==> src/design/mfss_pkg.sv <==
// shared types and constants for the monochrome framebuffer scaled scanout
`default_nettype none
package mfss_pkg;

   localparam int CANVAS_WIDTH_DEF  = 128;
   localparam int CANVAS_HEIGHT_DEF = 64;
   localparam int SCALE_FACTOR_DEF  = 2;
   localparam int ORIGIN_X_DEF      = 32;
   localparam int ORIGIN_Y_DEF      = 21;

   localparam int STORE_DEPTH = 1024;
   localparam int IDX_W       = 10;

   localparam logic [7:0]  CMD_CASET = 8'h2A;
   localparam logic [7:0]  CMD_RASET = 8'h2B;
   localparam logic [7:0]  CMD_RAMWR = 8'h2C;

   localparam logic [7:0]  COLUMN_OFFSET_RST = 8'd0;
   localparam logic [7:0]  ROW_OFFSET_RST    = 8'd35;
   localparam logic [15:0] INK_COLOR_RST     = 16'h0000;
   localparam logic [15:0] PAPER_COLOR_RST   = 16'hFFFF;

   typedef enum logic {
      FUNC_WRITE = 1'b0,
      FUNC_FETCH = 1'b1
   } func_type;

   typedef enum logic [1:0] {
      CSR_COLUMN_OFFSET = 2'd0,
      CSR_ROW_OFFSET    = 2'd1,
      CSR_INK_COLOR     = 2'd2,
      CSR_PAPER_COLOR   = 2'd3
   } csr_index_type;

   typedef enum logic [3:0] {
      HDR_CASET   = 4'd0,
      HDR_XS_HI   = 4'd1,
      HDR_XS_LO   = 4'd2,
      HDR_XE_HI   = 4'd3,
      HDR_XE_LO   = 4'd4,
      HDR_RASET   = 4'd5,
      HDR_YS_HI   = 4'd6,
      HDR_YS_LO   = 4'd7,
      HDR_YE_HI   = 4'd8,
      HDR_YE_LO   = 4'd9,
      HDR_RAMWR   = 4'd10
   } header_step_type;

   typedef enum logic [1:0] {
      ST_CLEAR  = 2'd0,
      ST_IDLE   = 2'd1,
      ST_LOOKUP = 2'd2,
      ST_RESP   = 2'd3
   } state_type;

   typedef struct packed {
      logic clear_en;
      logic store_wr;
      logic fetch_rd;
      logic load_rsp;
   } cmd_type;

   typedef struct packed {
      logic clear_last;
   } status_type;

endpackage
`default_nettype wire

==> src/design/mfss_ctrl.sv <==
// controller state machine for the scanout block
`default_nettype none
module mfss_ctrl (
   input  wire logic                 clock,
   input  wire logic                 reset,
   input  wire logic                 req_valid,
   input  wire logic                 req_func,
   output logic                      req_ready,
   output logic                      rsp_valid,
   input  wire logic                 rsp_ready,
   input  wire mfss_pkg::status_type status,
   output mfss_pkg::cmd_type         cmd
);

   mfss_pkg::state_type state_ff;
   mfss_pkg::state_type state_in;
   logic                is_fetch;

   assign is_fetch = (req_func == mfss_pkg::FUNC_FETCH);

   always_ff @(posedge clock) begin
      if (reset) begin
         state_ff <= mfss_pkg::ST_CLEAR;
      end else begin
         state_ff <= state_in;
      end
   end

   always_comb begin
      state_in = state_ff;
      unique case (state_ff)
         mfss_pkg::ST_CLEAR: begin
            if (status.clear_last) begin
               state_in = mfss_pkg::ST_IDLE;
            end
         end
         mfss_pkg::ST_IDLE: begin
            if (req_valid && is_fetch) begin
               state_in = mfss_pkg::ST_LOOKUP;
            end
         end
         mfss_pkg::ST_LOOKUP: begin
            state_in = mfss_pkg::ST_RESP;
         end
         mfss_pkg::ST_RESP: begin
            if (rsp_ready) begin
               state_in = mfss_pkg::ST_IDLE;
            end
         end
         default: begin
            state_in = mfss_pkg::ST_CLEAR;
         end
      endcase
   end

   always_comb begin
      req_ready    = 1'b0;
      rsp_valid    = 1'b0;
      cmd          = '0;
      unique case (state_ff)
         mfss_pkg::ST_CLEAR: begin
            cmd.clear_en = 1'b1;
         end
         mfss_pkg::ST_IDLE: begin
            req_ready    = 1'b1;
            cmd.store_wr = req_valid && !is_fetch;
            cmd.fetch_rd = req_valid && is_fetch;
         end
         mfss_pkg::ST_LOOKUP: begin
            cmd.load_rsp = 1'b1;
         end
         mfss_pkg::ST_RESP: begin
            rsp_valid = 1'b1;
         end
         default: begin
            req_ready = 1'b0;
         end
      endcase
   end

endmodule
`default_nettype wire

==> config.mk <==
export PLATFORM = sky130hd
export DESIGN_NAME = mfss_ctrl
export DESIGN_NICKNAME = d
export VERILOG_FILES = /design/src/design/mfss_pkg.sv /design/src/design/mfss_ctrl.sv
export SDC_FILE = /design/constraint.sdc
export NUM_CORES = 1
export LEC_CHECK = 0
export BUFFER_PORTS_ARGS = -buffer_cell sky130_fd_sc_hd__buf_2
export CAP_MARGIN = 5
export CORE_AREA = 2 2 39 41
export CTS_CLUSTER_SIZE = 20
export DETAILED_ROUTE_END_ITERATION = 10
export DIE_AREA = 0 0 41 43
export HOLD_SLACK_MARGIN = 0.05
export PLACE_DENSITY = 0.4
export SLEW_MARGIN = 15
export SYNTH_ARGS = -nofsm -noshare
export SYNTH_HDL_FRONTEND = slang
export SYNTH_SLANG_ARGS = --single-unit
==> constraint.sdc <==
create_clock -name clock -period 1.3 [get_ports clock]
set_input_delay 0.065 -clock clock [delete_from_list [all_inputs] [get_ports clock]]
set_output_delay 0.065 -clock clock [all_outputs]
set_load 0.01 [all_outputs]
==> results.tsv, run 1 <==
stage	metric	value	unit
route	Routed Antenna Nets	0	
power	part of the power in registers	18.9	%
setup_path	crit path max fanout	4	
worst_hold_path	min-delay worst type	input pin to flip-flop	
final_layout	Ant. Diodes	0	
sta	Slew Limit Headroom	82.6	%
floorplanning	Initial Util	13.1	%
clocking	later-pin clock latency in the skew report	0.22	ns
sta	Hold Vio Cnt, Final	0	
synth	Synth top cells by count	4 x ha_1, 4 x inv_1, 3 x nand2b_1	
setup_path	Data arrival, critical path	1.43	ns
route	drt drc	0	
final_layout	fraction of layout cells with a size suffix above 1	62.8	%
sta	Setup TNS	0	ns
route	DR vias	219	
synth	syn_area_per_cell	8.25	µm²
synth	area leader, netlist	ha_1	
sta	Tmin final	1.28	ns
final_layout	max FFs per register	2	
floorplanning	Core Rows	14	
synth	top-area cell type share of the netlist area	27.6	%
final_layout	Largest regs	state_ff: 2 flops	
clocking	CTS tree	done	
grt	largest net degree at the start of global routing	5	
placement	I/O Buffers	11	
route	first-pass iteration count of the detailed router	4	
floorplanning	Die H	43	µm
clocking	Root Buffer	clkbuf_4	
clocking	Worst-path clk slew	0.03	ns
route	DRT Wirelength	480	µm
sta	Final Cycle Share	98.6	%
placement	HPWL after DPL	380	µm
synth	post-synthesis sequential element count	2	
floorplanning	die width	41	µm
synth	Syn Nets	32	
synth	ys async rst share	0	%
power	Clock Power Share	19.7	%
placement	GP Congestion	0.631	
sta	unrepaired setup endpoints after global routing	yes	
route	Vias per Instance	3.71	
synth	EDFF count, synth	0	
sta	setup violators final	0	
power	P_leak	0.192	nW
synth	top cells by area, synth	ha_1 28%, dfxtp_1 22%, nand2b_1 10%	
power	switching share of power	35.6	%
synth	main flop type after synthesis	dfxtp_1	
clocking	Max Root-Sink Buffers	2	
clocking	clock sink count	2	
grt	GRT Residual Overflow	0	
clocking	cts bufs inserted	3	
floorplanning	Die ar.	1760	µm²
route	Routed wire per std cell	8.14	µm
clocking	H-tree depth	1	
setup_path	Slowest Stage Delay on Critical Path	0.36	ns
synth	library cells used by synthesis	11	
synth	sequential-to-total area share from yosys stat	22.1	%
grt	vias in the first global route	196	
setup_path	cells along the critical path	inv_4, ha_4, a222oi_1, buf_4, mux2i_1	
sta	skew final	0.00172	ns
power	Logic pwr share	61.4	%
sta	Slew Viols, Final	0	
final_layout	Area Overhead vs Synth	95.2	%
setup_path	CP Capture Type	flip-flop	
power	switching pwr	0.249	mW
flow_run	maximum capacitance violations	0	
sta	Worst-Margin Slew	0.262	ns
setup_path	Startpoint Class	flip-flop	
route	Iteration-0 DRC Markers	6	
setup_path	CP max stage cell	dfxtp_4	
final_layout	Nets	55	
setup_path	critical path's top delay family	flip-flops	
floorplanning	core area	1380	µm²
grt	Total GRT Usage	6.31	%
grt	first-pass GRT wire length	676	µm
synth	Mapped Area	181	µm²
setup_path	CP Class	flip-flop to flip-flop	
final_layout	Final Core Density	25.6	%
setup_path	Worst EP required	1.45	ns
power	VDD IR max	0.000645	V
setup_path	Buf/Inv on CP	2	
synth	synth warn	0	
power	Pwr Total	0.699	mW
synth	Cells after Synth	22	
power	Power Density	1970	nW/µm²
grt	antenna violations before repair	0	
final_layout	register name with the most flops	state_ff	
sta	Peak Freq	0.780	GHz
run_status	outcome	completed	
power	Pint	0.450	mW
floorplanning	I/O Pins	12	
## cell usage in the layout (no fill, tap or decap)
| cell | instances |
|---|---|
| ha_4 | 1 |
| dfxtp_4 | 1 |
| and3_1 | 1 |
| buf_2 | 11 |
| a22oi_1 | 1 |
| o2bb2ai_1 | 1 |
| dfxtp_2 | 1 |
| a222oi_1 | 1 |
| nand2b_1 | 3 |
| mux2i_1 | 1 |
| ha_2 | 1 |
| nand2_1 | 2 |
| inv_2 | 1 |
| ha_1 | 2 |
| inv_4 | 1 |
| inv_1 | 2 |
| buf_4 | 7 |
| nor2_1 | 2 |
| clkbuf_4 | 3 |
## through the flow
| stage | area, µm² | setup WS, ns | hold WS [ns] | std cells |
|---|---|---|---|---|
| 2_1_floorplan | 186 | 0.00844 | 0.178 | 22 |
| 3_3_place_gp | 307 | -0.0425 | 0.384 | 55 |
| 3_5_place_dp | 307 | -0.0365 | 0.364 | 55 |
| 4_1_cts | 332 | -0.00596 | 0.120 | 58 |
| 5_1_grt | 354 | -0.0300 | 0.136 | 59 |
| 6_report | 354 | 0.0187 | 0.130 | 59 |
## power groups by stage
stage	clock network (mW)	logic, mW	registers [mW]
4_1_cts	0.150	0.395	0.126
5_1_grt	0.149	0.483	0.137
3_3_place_gp	0	0.390	0.122
6_report	0.138	0.429	0.132
2_1_floorplan	0	0.198	0.114
3_5_place_dp	0	0.391	0.120
## path summary, 6_finish.rpt
| kind | endpoint | slack [ns] | start | cells past startpoint |
|---|---|---|---|---|
| hold / removal | state_ff[0] | 0.13 | reset | 3 |
| setup / recovery | state_ff[1] | 0.02 | state_ff[0] | 5 |
| hold reg to reg | state_ff[0] | 0.53 | state_ff[0] | 2 |
| setup reg to reg | state_ff[1] | 0.02 | state_ff[0] | 5 |
## what timing repair did
item | CTS | global route
setup endpoints to repair | 1 | 3
gates resized for setup | 2 | 4
pin swaps | 1 | 1
setup buffers | 0 | 1
hold buffers | 0 | 0
endpoints found under the hold margin | 0 | 0
## metal layers
layer  routed length [µm]  global-route usage (%)  share of wire, %
met5                    0                       0                 0
met2                  214                    8.44                45
met3                   45                    1.57               9.4
met4                    0                    10.0                 0
met1                  220                    5.73                46
## kinds of logic (layout without fill, tap and decap cells)
group	count (synthesis)	after routing	synth area share, %
flip-flops	2	2	22.1
AND/OR/NAND/NOR	8	8	22.1
buffers and inverters	4	25	8.27
multiplexers	1	1	5.52
adder cells (fa/ha/maj)	4	4	27.6
AO/OA/AOI/OAI	3	3	14.5
## cell type report
type                       instances  area (µm²)
tap                               16        20.0
sequential                         2        45.0
inverter                           4        17.5
timing repair buffer              18         108
clock buffer                       3        22.5
fill                             165        1030
multi-input combinational         16         141
## worst register-to-register path, cell delays in order, from the launching register on
cell and delay, ns:
dfxtp_4 0.36, inv_4 0.04, ha_4 0.15, a222oi_1 0.32, buf_4 0.17, mux2i_1 0.16
Note: power is estimated with default switching activity, not from simulation.
==> run 2: changes to the inputs <==
--- a/config.mk
+++ b/config.mk
@@ -8,10 +8,12 @@
 export BUFFER_PORTS_ARGS = -buffer_cell sky130_fd_sc_hd__buf_2
 export CAP_MARGIN = 5
 export CORE_AREA = 2 2 39 41
+export CTS_BUF_LIST = sky130_fd_sc_hd__clkbuf_4
 export CTS_CLUSTER_SIZE = 20
 export DETAILED_ROUTE_END_ITERATION = 10
 export DIE_AREA = 0 0 41 43
 export HOLD_SLACK_MARGIN = 0.05
+export MAX_ROUTING_LAYER = met4
 export PLACE_DENSITY = 0.4
 export SLEW_MARGIN = 15
 export SYNTH_ARGS = -nofsm -noshare
==> run 2 against run 1 <==
- hold slack hardly changed
- non-clock buffer count stayed put
- via count stayed put
- worst setup slack hardly changed
- combinational power hardly changed
- global-route usage is 0.16 points higher
- critical path depth stayed put
- final area stayed put
- clock power hardly changed
==> results.tsv, run 2 (synthesis results as in run 1) <==
stage	metric	value	unit	change
route	drt drc	0		unchanged
final_layout	Ant. Diodes	0		unchanged
clocking	Root Buffer	clkbuf_4		
grt	antenna violations before repair	0		unchanged
sta	worst hold margin	0.130	ns	+0.0000410 ns
setup_path	CP Capture Type	flip-flop		
grt	GRT Residual Overflow	0		unchanged
grt	vias in the first global route	195		-0.51%
setup_path	R2R Setup Slk	0.02	ns	about the same
power	VDD IR max	0.000645	V	about the same
sta	Worst-Margin Slew	0.262	ns	unchanged
sta	Setup TNS	0	ns	unchanged
power	switching share of power	35.6	%	about the same
clocking	CTS tree	done		
floorplanning	Core Rows	14		unchanged
route	DR vias	219		unchanged
route	Routed Antenna Nets	0		unchanged
floorplanning	Die ar.	1760	µm²	unchanged
final_layout	Nets	55		unchanged
route	first-pass iteration count of the detailed router	4		unchanged
final_layout	Register Area	45.0	µm²	unchanged
power	Power Density	1970	nW/µm²	about the same
sta	Peak Freq	0.780	GHz	about the same
setup_path	R2R Path Start	state_ff[0]		
route	DRT Wirelength	480	µm	unchanged
sta	skew final	0.00168	ns	-0.0000366 ns
setup_path	Critical path origin	state_ff[0]		
setup_path	stages on the worst setup path	5		unchanged
final_layout	commonest non-fill, non-tap cell in the layout	buf_2		
grt	Total GRT Usage	6.46	%	+0.16 points
worst_hold_path	min-delay worst type	input pin to flip-flop		
grt	first-pass GRT wire length	676	µm	unchanged
floorplanning	I/O Pins	12		unchanged
flow_run	maximum capacitance violations	0		unchanged
final_layout	max FFs per register	2		unchanged
clocking	Worst-path clk slew	0.03	ns	about the same
clocking	Max Root-Sink Buffers	2		unchanged
setup_path	R2R depth	5		unchanged
final_layout	register name with the most flops	state_ff		
power	Logic pwr share	61.4	%	about the same
setup_path	cells along the critical path	inv_4, ha_4, a222oi_1, buf_4, mux2i_1		
sta	final worst slack	0.0188	ns	+0.0000465 ns
clocking	hold buffers post-CTS	0		unchanged
sta	Final Cycle Share	98.6	%	about the same
power	Pwr Total	0.699	mW	about the same
route	Vias per Instance	3.71		unchanged
setup_path	critical path's top delay family	flip-flops		
setup_path	Slowest Stage Delay on Critical Path	0.36	ns	about the same
sta	unrepaired setup endpoints after global routing	yes		
clocking	cts bufs inserted	3		unchanged
floorplanning	Die H	43	µm	unchanged
route	Routed wire per std cell	8.14	µm	unchanged
setup_path	crit path max fanout	4		unchanged
final_layout	Largest regs	state_ff: 2 flops		
placement	GP Congestion	0.636		+0.81%
power	part of the power in registers	18.9	%	about the same
clocking	later-pin clock latency in the skew report	0.22	ns	about the same
setup_path	Critical R2R Capture	state_ff[1]		
final_layout	Layout fillers	165		unchanged
placement	I/O Buffers	11		unchanged
power	P_leak	0.192	nW	unchanged
power	switching pwr	0.249	mW	about the same
power	Clock Power Share	19.7	%	about the same
final_layout	fraction of layout cells with a size suffix above 1	62.8	%	unchanged
sta	Slew Limit Headroom	82.6	%	unchanged
setup_path	Setup crit end	state_ff[1]		
sta	Hold Vio Cnt, Final	0		unchanged
clocking	clock sink count	2		unchanged
setup_path	CP Class	flip-flop to flip-flop		
sta	Tmin final	1.28	ns	-0.0000465 ns
route	Iteration-0 DRC Markers	7		+1
setup_path	Buf/Inv on CP	2		unchanged
floorplanning	die width	41	µm	unchanged
setup_path	Startpoint Class	flip-flop		
sta	setup violators final	0		unchanged
final_layout	area of the multi-input gates	141	µm²	unchanged
final_layout	Area Overhead vs Synth	95.2	%	unchanged
floorplanning	core area	1380	µm²	unchanged
power	Pint	0.450	mW	about the same
floorplanning	Initial Util	13.1	%	unchanged
placement	setup slack after placement	-0.0365	ns	unchanged
final_layout	commonest non-fill, non-tap cells in the layout	11 x buf_2, 7 x buf_4, 3 x nand2b_1, 3 x clkbuf_4		
setup_path	Worst EP required	1.45	ns	about the same
sta	Slew Viols, Final	0		unchanged
run_status	outcome	completed		
setup_path	Data arrival, critical path	1.43	ns	about the same
clocking	H-tree depth	1		unchanged
grt	largest net degree at the start of global routing	5		unchanged
final_layout	Final Core Density	25.6	%	unchanged
setup_path	CP max stage cell	dfxtp_4		
placement	HPWL after DPL	380	µm	unchanged
[run 2: cell counts in the layout (fill, tap and decap cells not counted)]
No cell type changed its count.
[run 2: per-layer routing]
| layer | GRT usage (%) | wire [µm] | vias to the layer above |
|---|---|---|---|
| met5 | - | 0 | - |
| li1 | - | - | 116 |
| met4 | 10.0 | 0 | 0 |
| met1 | 5.73 | 220 | 91 |
| met2 | 8.44 | 214 | 12 |
| met3 | 1.57 | 44 | 0 |
[run 2: worst min path at each step]
stage / start / end / depth (start not counted)
6_report: reset / state_ff[0] / 3
5_1_grt: reset / state_ff[0] / 3
4_1_cts: reset / state_ff[0] / 3
3_5_place_dp: reset / state_ff[0] / 3
3_3_place_gp: reset / state_ff[1] / 3
2_1_floorplan: req_func / cmd[2] / 1
[run 2: area by class of cell]
cell class                      count  share of cell area [%]
Timing Repair Buffer               18                    30.4
Tap cell                           16                    5.65
Sequential cell                     2                    12.7
Inverter                            4                    4.95
Clock buffer                        3                    6.36
Multi-Input combinational cell     16                    39.9
[run 2: tightest hold or removal path: cells and delay by family]
family	cells	cell delay, ns
AOI/OAI and AO/OA	1	0.11
buffers and inverters	1	0.10
and+or+nand+nor	1	0.04
[run 2: repair_timing]
action                     CTS  global route
pin swaps                    1             1
setup buffers                0             1
setup endpoints to repair    1             3
resized for setup            2             4
[run 2: power groups by stage]
stage	Combinational, mW	Sequential [mW]	Clock, mW
floorplan	0.198	0.114	0
global placement	0.390	0.122	0
detailed placement	0.391	0.120	0
CTS	0.395	0.126	0.150
global route	0.483	0.137	0.149
finish	0.429	0.132	0.138
[run 2: through the flow]
step                      instance area (µm²)  std cells
after floorplan                           186         22
after global placement                    307         55
after detailed placement                  307         55
after CTS                                 332         58
after global routing                      354         59
final                                     354         59
